[config.mk]
export PLATFORM = sky130hd
export DESIGN_NAME = ordered_list_engine
export DESIGN_NICKNAME = d
export VERILOG_FILES = /design/src/hw/rtl/ole_pkg.sv /design/src/hw/rtl/ole_ram.sv /design/src/hw/rtl/ordered_list_engine.sv
export SDC_FILE = /design/constraint.sdc
export NUM_CORES = 1
export LEC_CHECK = 0
export BUFFER_PORTS_ARGS = -buffer_cell sky130_fd_sc_hd__buf_2
export CORE_MARGIN = 2
export CORE_UTILIZATION = 35
export DETAILED_ROUTE_END_ITERATION = 16
export GPL_TIMING_DRIVEN = 0
export PLACE_DENSITY = 0.5
export SYNTH_ARGS = -nofsm -noshare
export SYNTH_HDL_FRONTEND = slang
export SYNTH_SLANG_ARGS = --single-unit
[constraint.sdc]
create_clock -name clk_i -period 6.1 [get_ports clk_i]
set_clock_uncertainty 0.05 [all_clocks]
set_input_delay 0 -clock clk_i [delete_from_list [all_inputs] [get_ports clk_i]]
set_output_delay 0 -clock clk_i [all_outputs]
set_load 0.02 [all_outputs]
[src/hw/rtl/ole_pkg.sv]
`timescale 1ns / 1ps
// ----------------------------------------------------------------------------
// ole_pkg
// Shared types and defaults for the ordered list engine: command codes,
// status codes and sequencer states.
// ----------------------------------------------------------------------------
package ole_pkg;

  localparam int unsigned CapacityDef   = 16;
  localparam int unsigned ValueWidthDef = 32;

  typedef enum logic [2:0] {
    CMD_INSERT  = 3'd0,
    CMD_REMOVE  = 3'd1,
    CMD_INS_ORD = 3'd2,
    CMD_SORT    = 3'd3,
    CMD_READ    = 3'd4
  } cmd_e;

  typedef enum logic [1:0] {
    STAT_OK      = 2'd0,
    STAT_BAD_POS = 2'd1,
    STAT_FULL    = 2'd2
  } status_e;

  typedef enum logic [3:0] {
    ST_IDLE,
    ST_UP,
    ST_UP_WR,
    ST_DOWN,
    ST_DOWN_WR,
    ST_SCAN,
    ST_SCAN_CMP,
    ST_SORT_START,
    ST_SORT_LD,
    ST_SORT_CMP,
    ST_SORT_END,
    ST_READ_WAIT,
    ST_DONE
  } state_e;

endpackage

[src/hw/rtl/ole_ram.sv]
`timescale 1ns / 1ps
// ----------------------------------------------------------------------------
// ole_ram
// Generic single-write, single-read RAM with a registered read port.
// ----------------------------------------------------------------------------
module ole_ram #(
  parameter int unsigned Width = 32,
  parameter int unsigned Depth = 16
) (
  input  logic                     clk_i,
  input  logic                     we_i,
  input  logic [$clog2(Depth)-1:0] waddr_i,
  input  logic [Width-1:0]         wdata_i,
  input  logic [$clog2(Depth)-1:0] raddr_i,
  output logic [Width-1:0]         rdata_o
);

  logic [Width-1:0] mem_q [Depth];
  logic [Width-1:0] rdata_q;

  always_ff @(posedge clk_i) begin
    if (we_i) begin
      mem_q[waddr_i] <= wdata_i;
    end
    rdata_q <= mem_q[raddr_i];
  end

  assign rdata_o = rdata_q;

endmodule

[src/hw/rtl/ordered_list_engine.sv]
`timescale 1ns / 1ps
// ----------------------------------------------------------------------------
// ordered_list_engine
// Bounded ordered list of signed values with positional insert and remove,
// ordered insert, in-place sort and read, run by a small sequencer.
// ----------------------------------------------------------------------------
// A command is taken when start is high and busy is low; busy then stays high
// until the single result has been shown on done_o for one cycle, which the
// receiver must take as it comes. The entries live in one RAM with a
// registered read port and every step goes through that one port and one
// signed comparator, so time grows with the entries touched: an insert at
// position p shifts the entries from p upward, a remove at p shifts those
// above p down, an ordered insert scans for the first entry greater than
// the value and inserts there, and a sort of n entries runs n-1 passes,
// each ending one entry lower. Refused commands, unused codes and a sort of
// fewer than two entries go straight to done.
// ----------------------------------------------------------------------------
module ordered_list_engine
  import ole_pkg::*;
#(
  parameter int unsigned CAPACITY    = CapacityDef,
  parameter int unsigned VALUE_WIDTH = ValueWidthDef
) (
  input  logic        clk_i,
  input  logic        rst_ni,
  input  logic        start,
  output logic        busy,
  input  logic [2:0]  cmd_i,
  input  logic [4:0]  position_i,
  input  logic [31:0] value_i,
  output logic        done_o,
  output logic [1:0]  status_o,
  output logic [4:0]  length_o,
  output logic [31:0] read_value_o
);

  localparam int unsigned AW = $clog2(CAPACITY);
  localparam int unsigned CW = $clog2(CAPACITY + 1);
  localparam int unsigned PW = (CW > 5) ? CW : 5;
  localparam int unsigned VW = VALUE_WIDTH;

  state_e  state_q, state_d;
  status_e status_q, status_d;
  logic [CW-1:0] count_q, count_d;
  logic [CW-1:0] idx_q, idx_d;
  logic [CW-1:0] pos_q, pos_d;
  logic [VW-1:0] val_q, val_d;
  logic [VW-1:0] hold_q, hold_d;
  logic [VW-1:0] rd_q, rd_d;

  logic          ram_we;
  logic [AW-1:0] ram_waddr;
  logic [VW-1:0] ram_wdata;
  logic [AW-1:0] ram_raddr;
  logic [VW-1:0] ram_rdata;

  logic [PW-1:0] posx, cntx;
  logic          pos_gt_cnt, pos_ge_cnt, full;
  logic [CW-1:0] idx_m1, idx_p1, cnt_m1;
  logic [VW-1:0] cmp_a, cmp_b;
  logic          lt;
  logic [63:0]   val64;
  logic [63:0]   rd64;

  assign posx       = PW'(position_i);
  assign cntx       = PW'(count_q);
  assign pos_gt_cnt = posx > cntx;
  assign pos_ge_cnt = posx >= cntx;
  assign full       = count_q == CW'(CAPACITY);
  assign idx_m1     = idx_q - CW'(1);
  assign idx_p1     = idx_q + CW'(1);
  assign cnt_m1     = count_q - CW'(1);
  assign val64      = {{32{value_i[31]}}, value_i};
  assign rd64       = 64'($signed(rd_q));

  // shared signed comparator
  always_comb begin
    if (state_q == ST_SCAN_CMP) begin
      cmp_a = val_q;
      cmp_b = ram_rdata;
    end else begin
      cmp_a = ram_rdata;
      cmp_b = hold_q;
    end
  end
  assign lt = $signed(cmp_a) < $signed(cmp_b);

  ole_ram #(
    .Width(VW),
    .Depth(CAPACITY)
  ) u_ram (
    .clk_i  (clk_i),
    .we_i   (ram_we),
    .waddr_i(ram_waddr),
    .wdata_i(ram_wdata),
    .raddr_i(ram_raddr),
    .rdata_o(ram_rdata)
  );

  // next state
  always_comb begin
    state_d = state_q;
    case (state_q)
      ST_IDLE: begin
        if (start) begin
          case (cmd_e'(cmd_i))
            CMD_INSERT:  state_d = (pos_gt_cnt || full) ? ST_DONE : ST_UP;
            CMD_REMOVE:  state_d = pos_ge_cnt ? ST_DONE : ST_DOWN;
            CMD_INS_ORD: state_d = full ? ST_DONE : ST_SCAN;
            CMD_SORT:    state_d = (count_q < CW'(2)) ? ST_DONE : ST_SORT_START;
            CMD_READ:    state_d = pos_ge_cnt ? ST_DONE : ST_READ_WAIT;
            default:     state_d = ST_DONE;
          endcase
        end
      end
      ST_UP:         state_d = (idx_q == pos_q) ? ST_DONE : ST_UP_WR;
      ST_UP_WR:      state_d = ST_UP;
      ST_DOWN:       state_d = (idx_p1 >= count_q) ? ST_DONE : ST_DOWN_WR;
      ST_DOWN_WR:    state_d = ST_DOWN;
      ST_SCAN:       state_d = (idx_q == count_q) ? ST_UP : ST_SCAN_CMP;
      ST_SCAN_CMP:   state_d = lt ? ST_UP : ST_SCAN;
      ST_SORT_START: state_d = ST_SORT_LD;
      ST_SORT_LD:    state_d = ST_SORT_CMP;
      ST_SORT_CMP:   state_d = (idx_q == pos_q) ? ST_SORT_END : ST_SORT_CMP;
      ST_SORT_END:   state_d = (pos_q == CW'(1)) ? ST_DONE : ST_SORT_START;
      ST_READ_WAIT:  state_d = ST_DONE;
      ST_DONE:       state_d = ST_IDLE;
      default:       state_d = ST_IDLE;
    endcase
  end

  // datapath and ram control
  always_comb begin
    status_d  = status_q;
    count_d   = count_q;
    idx_d     = idx_q;
    pos_d     = pos_q;
    val_d     = val_q;
    hold_d    = hold_q;
    rd_d      = rd_q;
    ram_we    = 1'b0;
    ram_waddr = idx_q[AW-1:0];
    ram_wdata = ram_rdata;
    ram_raddr = '0;
    case (state_q)
      ST_IDLE: begin
        if (start) begin
          status_d = STAT_OK;
          rd_d     = '0;
          val_d    = val64[VW-1:0];
          case (cmd_e'(cmd_i))
            CMD_INSERT: begin
              if (pos_gt_cnt) begin
                status_d = STAT_BAD_POS;
              end else if (full) begin
                status_d = STAT_FULL;
              end
              idx_d = count_q;
              pos_d = posx[CW-1:0];
            end
            CMD_REMOVE: begin
              if (pos_ge_cnt) begin
                status_d = STAT_BAD_POS;
              end
              idx_d = posx[CW-1:0];
            end
            CMD_INS_ORD: begin
              if (full) begin
                status_d = STAT_FULL;
              end
              idx_d = '0;
            end
            CMD_SORT: begin
              pos_d = cnt_m1;
            end
            CMD_READ: begin
              if (pos_ge_cnt) begin
                status_d = STAT_BAD_POS;
              end
              ram_raddr = posx[AW-1:0];
            end
            default: begin
            end
          endcase
        end
      end
      ST_UP: begin
        if (idx_q == pos_q) begin
          ram_we    = 1'b1;
          ram_waddr = pos_q[AW-1:0];
          ram_wdata = val_q;
          count_d   = count_q + CW'(1);
        end else begin
          ram_raddr = idx_m1[AW-1:0];
        end
      end
      ST_UP_WR: begin
        ram_we = 1'b1;
        idx_d  = idx_m1;
      end
      ST_DOWN: begin
        if (idx_p1 >= count_q) begin
          count_d = cnt_m1;
        end else begin
          ram_raddr = idx_p1[AW-1:0];
        end
      end
      ST_DOWN_WR: begin
        ram_we = 1'b1;
        idx_d  = idx_p1;
      end
      ST_SCAN: begin
        if (idx_q == count_q) begin
          pos_d = idx_q;
        end else begin
          ram_raddr = idx_q[AW-1:0];
        end
      end
      ST_SCAN_CMP: begin
        if (lt) begin
          pos_d = idx_q;
          idx_d = count_q;
        end else begin
          idx_d = idx_p1;
        end
      end
      ST_SORT_START: begin
        idx_d = CW'(1);
      end
      ST_SORT_LD: begin
        hold_d    = ram_rdata;
        ram_raddr = idx_q[AW-1:0];
      end
      ST_SORT_CMP: begin
        ram_we    = 1'b1;
        ram_waddr = idx_m1[AW-1:0];
        if (lt) begin
          ram_wdata = ram_rdata;
        end else begin
          ram_wdata = hold_q;
          hold_d    = ram_rdata;
        end
        if (idx_q != pos_q) begin
          idx_d     = idx_p1;
          ram_raddr = idx_p1[AW-1:0];
        end
      end
      ST_SORT_END: begin
        ram_we    = 1'b1;
        ram_waddr = pos_q[AW-1:0];
        ram_wdata = hold_q;
        pos_d     = pos_q - CW'(1);
      end
      ST_READ_WAIT: begin
        rd_d = ram_rdata;
      end
      default: begin
      end
    endcase
  end

  always_ff @(posedge clk_i or negedge rst_ni) begin
    if (!rst_ni) begin
      state_q  <= ST_IDLE;
      status_q <= STAT_OK;
      count_q  <= '0;
      idx_q    <= '0;
      pos_q    <= '0;
    end else begin
      state_q  <= state_d;
      status_q <= status_d;
      count_q  <= count_d;
      idx_q    <= idx_d;
      pos_q    <= pos_d;
    end
  end

  always_ff @(posedge clk_i) begin
    val_q  <= val_d;
    hold_q <= hold_d;
    rd_q   <= rd_d;
  end

  assign busy         = state_q != ST_IDLE;
  assign done_o       = state_q == ST_DONE;
  assign status_o     = status_q;
  assign length_o     = 5'(count_q);
  assign read_value_o = rd64[31:0];

  a_count_bound: assert property (@(posedge clk_i) disable iff (!rst_ni)
    count_q <= CW'(CAPACITY))
    else $error("list length above capacity");

  a_done_single: assert property (@(posedge clk_i) disable iff (!rst_ni)
    done_o |=> !done_o)
    else $error("result strobe longer than one cycle");

  a_accept_busy: assert property (@(posedge clk_i) disable iff (!rst_ni)
    (start && !busy) |=> busy)
    else $error("transaction accepted without going busy");

  a_write_busy: assert property (@(posedge clk_i) disable iff (!rst_ni)
    ram_we |-> (busy && !done_o))
    else $error("ram write outside command execution");

  a_full_status: assert property (@(posedge clk_i) disable iff (!rst_ni)
    (done_o && status_o == STAT_FULL) |-> full)
    else $error("full status with free entries");

endmodule
Word level (Yosys, flattened, before mapping)
Memories as Yosys holds them, arrays and structs flattened. A register that Yosys moved wholly into a read port is not among the register bits.
Index checks and enable logic that the tools add are counted.
{ "word_totals": {"mem_bits_rw": 512, "n_memories": 1, "output_inout_bits": 41, "elab_cells": 119, "register_bits": 117} }
{ "mem_list": {"columns": ["name", "depth", "width", "read_ports", "rd_clocked_by_memory_dff", "write_ports", "line", "rtl"], "rows": [
  ["u_ram.mem_q", 16, 32, 1, 1, 1, "ole_ram.sv:18", "logic [Width-1:0] mem_q [Depth];"]
]} }
{ "op_classes": {"n_addsub": 5, "mux": 53, "n_reduce_logical": 17, "n_eq_ne": 30, "order_cmp": 5} }
{ "op_table": {"columns": ["operator", "count"], "rows": [
  ["$mux W32", 6],
  ["$pmux W32 S2", 2],
  ["$pmux W32 S3", 1],
  ["$mux W4", 15],
  ["$pmux W4 S12", 1],
  ["$mux W5", 8],
  ["$lt A32 B32 Y1", 1],
  ["$pmux W5 S6", 1],
  ["$pmux W4 S6", 1],
  ["$eq A4 B4 Y1 const B", 5],
  ["$pmux W4 S5", 1],
  ["$pmux W5 S2", 2],
  ["$pmux W5 S4", 1],
  ["$eq A4 B3 Y1 const B", 4],
  ["$pmux W5 S3", 1],
  ["$sub A5 B1 Y5 const B", 3],
  ["$ne A2 B2 Y1 const B", 7],
  ["$pmux W4 S3", 1],
  ["$add A5 B1 Y5 const B", 2],
  ["$eq A5 B5 Y1", 2],
  ["$ge A5 B5 Y1", 2],
  ["$mux W3", 3],
  ["$eq A4 B2 Y1 const B", 2],
  ["$reduce_bool A4 Y1", 2],
  ["26 further kinds", 36]
]} }

Logic depth before layout (Yosys ltp)
{ "logic_depth": {"word_depth": 6, "depth_mapped": 17, "ltp_nobuf": 14} }

Cells and area by module
Synthesis repeated with hierarchy kept, for this count alone.
{ "hier_totals": {"cells_unflattened": 1705, "hier_area_um2": 28050.7} }
{ "by_module_without_submodules": {"columns": ["mod", "cells_per_inst", "seq_area_each_um2", "n_inst", "area_each_um2"], "rows": [
  ["ole_ram", 838, 16015.4, 1, 19835.3],
  ["ordered_list_engine", 867, 3408.3, 1, 8215.4]
]} }

Worst setup path before layout
No wires, ideal clock.
{ "synth_timing": {"kind": "flip-flop to flip-flop", "startpoint": "register state_q[2]", "endpoint": "register hold_q[0], enable pin", "required_ns": 5.580, "arrival_ns": 6.150, "period_less_slack_ns": 6.671, "slack_ns": -0.571, "setup_ns": 0.470, "path_buffers": 5, "path_stages_with_launch": 16, "path_cell_list": "dfrtp_1 > buf_2 > nor4bb_1 > buf_2 > buf_1 > clkbuf_1 > mux2i_1 > ha_1 > nand4_1 > nor4_2 > nand2_1 > a2111oi_2 > nor2_1 > mux2i_2 > buf_2 > a211oi_1"} }
{ "synth_via": {"elab_chain_len": 5, "elab_cells_between_ends": 9, "cone_classes": "order compare (1); eq/ne (4); mux (2); reduce/logical (2)"} }
{ "synth_lines": {"columns": ["element", "line", "rtl"], "rows": [
  ["start, declared", "ordered_list_engine.sv:42", "state_e state_q, state_d;"],
  ["start signal, assigned", "ordered_list_engine.sv:270", "state_q <= state_d;"],
  ["$eq A4 B3 Y1", "ordered_list_engine.sv:78", "if (state_q == ST_SCAN_CMP) begin"],
  ["$mux W32", "ordered_list_engine.sv:78", null],
  ["$lt A32 B32 Y1", "ordered_list_engine.sv:86", "assign lt = $signed(cmp_a) < $signed(cmp_b);"],
  ["$ne A2 B2 Y1 (no line)", null, null],
  ["$reduce_and A2 Y1 (no line) (*)", null, null],
  ["end signal, assigned", "ordered_list_engine.sv:280", "hold_q <= hold_d;"],
  ["end, declared", "ordered_list_engine.sv:48", "logic [VW-1:0] hold_q, hold_d;"]
]} }
Every way passes the cells marked *; elsewhere a longest branch is shown, timed or not.
A chain may end at the register's enable or synchronous reset.

Final worst setup path
{ "layout_timing": {"startpoint": "register state_q[1]", "endpoint": "memory u_ram.mem_q[7][26], data pin"} }
{ "layout_via": {"elab_chain_len": 5, "elab_cells_between_ends": 9, "cone_classes": "order compare (1); eq/ne (4); mux (4)"} }
{ "layout_lines": {"columns": ["element", "line", "rtl"], "rows": [
  ["$eq A4 B3 Y1", "ordered_list_engine.sv:78", null],
  ["$mux W32", "ordered_list_engine.sv:78", null],
  ["$lt A32 B32 Y1", "ordered_list_engine.sv:86", null],
  ["$mux W32", "ordered_list_engine.sv:237", "if (lt) begin"],
  ["$pmux W32 S3 (*)", "ordered_list_engine.sv:145", "case (state_q)"],
  ["named net ram_wdata[26]", "ordered_list_engine.sv:53", "logic [VW-1:0] ram_wdata;"],
  ["end, declared", "ole_ram.sv:18", null]
]} }
Mark *: on every way through the listed nets, which the timed path passes. The rest lies on a longest branch.

==> impl_metrics.csv <==
group,metric,value,unit
finish,ff_latch_area,0.0194,mm^2
synthesis,synth_ff_type,"edfxtp_1",
synthesis,synth_cells,2118,
sta,setup_tns,0,ns
job,drv_cap,0,
synthesis,synthXorXnorAreaFrac,0.00793,
power,ir_drop,0.231,mV
drt,routed_wl,86900,um
worst_setup_path,worstPathCellList,"buf_2 > nor2b_2 > nand2_1 > clkbuf_2 > nand2_1 > nand2_1 > ha_1 > nand4_1 > nor4_4 > buf_4 > nand2_1 > a2111oi_4 > nor2_1 > mux2i_4 > a21o_1 > buf_2 > a221o_2",
finish,nets,2426,
sta,max_freq,170,MHz
synthesis,async_flop_share,0.0318,
global_routing,antenna_found_initial,4,
sta,timing.final.crit_period,5.87,ns
sta,rsz0062_at_grt,"false",
finish,diodes,0,
floorplan,std_cell_rows,105,
synthesis,synth_cell_types,73,
clock_tree,cts_tree,"built",
placed_design,place.detailed.hpwl,61000,um
power,power_density,601,mW/mm^2
clock_tree,clk_latency,0.63,ns
synthesis,yosysTopAreaCell,"edfxtp_1",
synthesis,synth_compound_area_frac,0.0925,
synthesis,synth_edf_count,608,
power,combPwrFrac,0.440,
finish,syn_to_final_growth,17.9,%
global_routing,grt_pass1_wl,128000,um
synthesis,synth_nets,2209,
clock_tree,cts_buffers,72,
drt,dr.pass1.iters,7,
floorplan,core_region_area,0.0817,mm^2
clock_tree,htreeDepth,3,
worst_setup_path,cp.required,6.43,ns
global_routing,grt_max_degree,33,
run_status,status,"complete, no violations",
worst_setup_path,worst-path-max-fanout,16,
hold_path,hold_path_class,"primary input to flop",
worst_setup_path,setup.worst_path.start_class,"flop",
synthesis,synth-simple-area-share,0.115,
clock_tree,path_clk_slew,0.07,ns
power,intPower,11.9,mW
floorplan,dieWidth,290,um
power,swShare,0.417,
floorplan,dieArea,0.0844,mm^2
global_routing,grt_pass1_vias,18901,
clock_tree,cts.sinks,661,
sta,finalMaxSlewViolations,0,
global_routing,gr-total-overflow,0,
power,report.power.total,20.3,mW
power,leakage,11.7,nW
synthesis,syn_area_per_cell,13.6,um^2
drt,wl_per_cell,25.1,um
floorplan,start_util,0.351,
worst_setup_path,max_stage_delay,0.57,ns
placed_design,gp_congestion,0.911,
synthesis,yosys_warnings,0,
sta,tightestPinTransition,0.997,ns
drt,avgViaCountPerCell,5.39,
synthesis,syn_area,0.0287,mm^2
worst_setup_path,crit_slowest_cell,"a2111oi_4",
power,power_switching,8.49,mW
drt,antenna_left,0,
clock_tree,cts.path.max_buffers,3,
worst_setup_path,cp-end-kind,"flop",
sta,hold_violations,0,
drt,drtIter0Drc,1595,
power,p_clk_frac,0.210,
clock_tree,clockRootBuffer,"clkbuf_16",
worst_setup_path,r2r_start,"state_q[1]$_DFFE_PN0N_",
floorplan,io_pins,84,
worst_setup_path,worstPathArrival,6.20,ns
sta,maxSlewHeadroom,0.335,
worst_setup_path,r2r_slack,0.23,ns
placed_design,port_buffers,81,
finish,multi_input_area,0.00886,mm^2
worst_setup_path,critPathKind,"flop to flop",
synthesis,ys_ff_latch,661,
drt,vias,18666,
synthesis,synth_fa_ha_area_frac,0.0209,
worst_setup_path,cp-startpoint,"state_q[1]$_DFFE_PN0N_",
finish,drive_gt1_frac,0.163,
hold_path,min_from,"value_i[1]",
finish,fillers,7513,
global_routing,grt_use_total,0.206,
floorplan,die_h,290,um
worst_setup_path,crit_top_cell,"nand2_1",
sta,setup-violations-final,0,
synthesis,synthMuxAreaShare,0.0648,
power,pwr-share-seq,0.350,
synthesis,synth_top_area_share,0.636,
synthesis,synth-seq-area-share,0.676,
synthesis,synth_commonest_cells,"edfxtp_1 (608), nand2_1 (488), nand3_1 (108), clkbuf_1 (70), o211ai_1 (70)",
sta,fin_crit_sh,0.963,
synthesis,synth_top_family_by_area,"simple AND/OR/NAND/NOR gates",
synthesis,yosys-top-cells-area,"edfxtp_1 (64%), nand2_1 (6.4%), mux4_2 (5.0%), dfxtp_1 (2.2%), ha_1 (2.1%)",
synthesis,synth.most_common_cell,"edfxtp_1",
drt,drc_errors,0,
[power by group through the flow]
| stage | clock network, mW | registers (mW) | logic (mW) |
|---|---|---|---|
| 2_1_floorplan | 0 | 7.11 | 5.31 |
| 3_3_place_gp | 0 | 7.25 | 8.55 |
| 3_5_place_dp | 0 | 7.22 | 8.83 |
| 4_1_cts | 4.38 | 7.12 | 8.93 |
| 5_1_grt | 4.55 | 7.19 | 9.74 |
| 6_report | 4.27 | 7.12 | 8.95 |
[worst paths after layout]
check | endpoint | cells after the start
worst max-delay path | u_ram.mem_q[7][26]$_DFFE_PP_ | 17
worst min-delay path | val_q[1]$_DFFE_PP_ | 2
worst max register to register | u_ram.mem_q[7][26]$_DFFE_PP_ | 17
worst min register to register | status_o[1]$_DFFE_PN0P_ | 2
max in group asynchronous | pos_q[0]$_DFFE_PN0P_ | 4
min in group asynchronous | length_o[2]$_DFFE_PN0P_ | 4
[stage by stage]
stage	cells	worst slack [ns]	hold WS [ns]	utilization	cell area, um^2
2_1_floorplan	2118	0.535	-0.346	-	28700
3_3_place_gp	3269	-2.69	-0.0363	0.373	30500
3_5_place_dp	3289	-1.48	-0.0339	0.380	31000
4_1_cts	3460	0.0507	0.00481	0.414	33800
5_1_grt	3461	0.00558	0.0304	0.414	33900
6_report	3461	0.226	0.0351	0.414	33900
[placed cells by master, fill, tap and decap left out, drive strengths merged, types with 32 or more instances in the layout]
cell / n
a21oi: 36
mux4: 64
ha: 48
o21a: 40
edfxtp: 608
o21ai: 64
mux2i: 37
buf: 161
and2: 34
a22oi: 52
clkbuf: 159
o211ai: 70
dfxtp: 32
nand3: 108
dlygate4sd3: 40
nand2: 488
nor2: 53
[per-layer routing]
layer  vias to the layer above  global-route usage  part of all wire
met1                      9460               0.276              0.43
li1                       8476                   -                 -
met4                         2              0.0665             0.026
met3                       126              0.0268             0.057
met5                         -                   0           0.00015
met2                       602               0.348              0.49
[critical path: cells and delay by family, from the launching register on]
| kind | cells | cell delay (ns) |
|---|---|---|
| fa+ha+maj | 1 | 0.41 |
| buf+inv | 4 | 1.20 |
| flops | 1 | 0.50 |
| mux | 1 | 0.41 |
| simple gates | 8 | 1.63 |
| compound gates | 3 | 1.36 |
[cell type report]
cell class                      instances  area share
Timing Repair Buffer                  143      0.0370
Multi-Input combinational cell       1308       0.262
Sequential cell                       661       0.574
Inverter                               21     0.00233
Buffer                                128      0.0172
Clock buffer                           89      0.0582
Tap cell                             1070      0.0395
Clock inverter                         41      0.0102
[cell families after synthesis]
kind of cell,after synthesis
AO/OA/AOI/OAI,370
XOR/XNOR,26
adder cells (fa/ha/maj),48
buffers and inverters,149
flip-flops,661
multiplexers,105
AND/OR/NAND/NOR,759
[state kept, by name, summed over array words and instances (netlist names)]
name	flops
u_ram.mem_q	512
status_o	2
state_q	4
read_value_o	32
idx_q	5
hold_q	32
val_q	32
u_ram.rdata_o	32
pos_q	5
length_o	5
[timing repair]
item / 4_1_cts / 5_1_grt
pin swaps: 1 / 1
endpoints found under the hold margin: 66 / 0
gates resized for setup: 31 / 9
setup buffers: 0 / 1
hold buffers: 41 / 0
endpoints found under the setup margin: 555 / 432
Power figures use the tool's default switching activity.
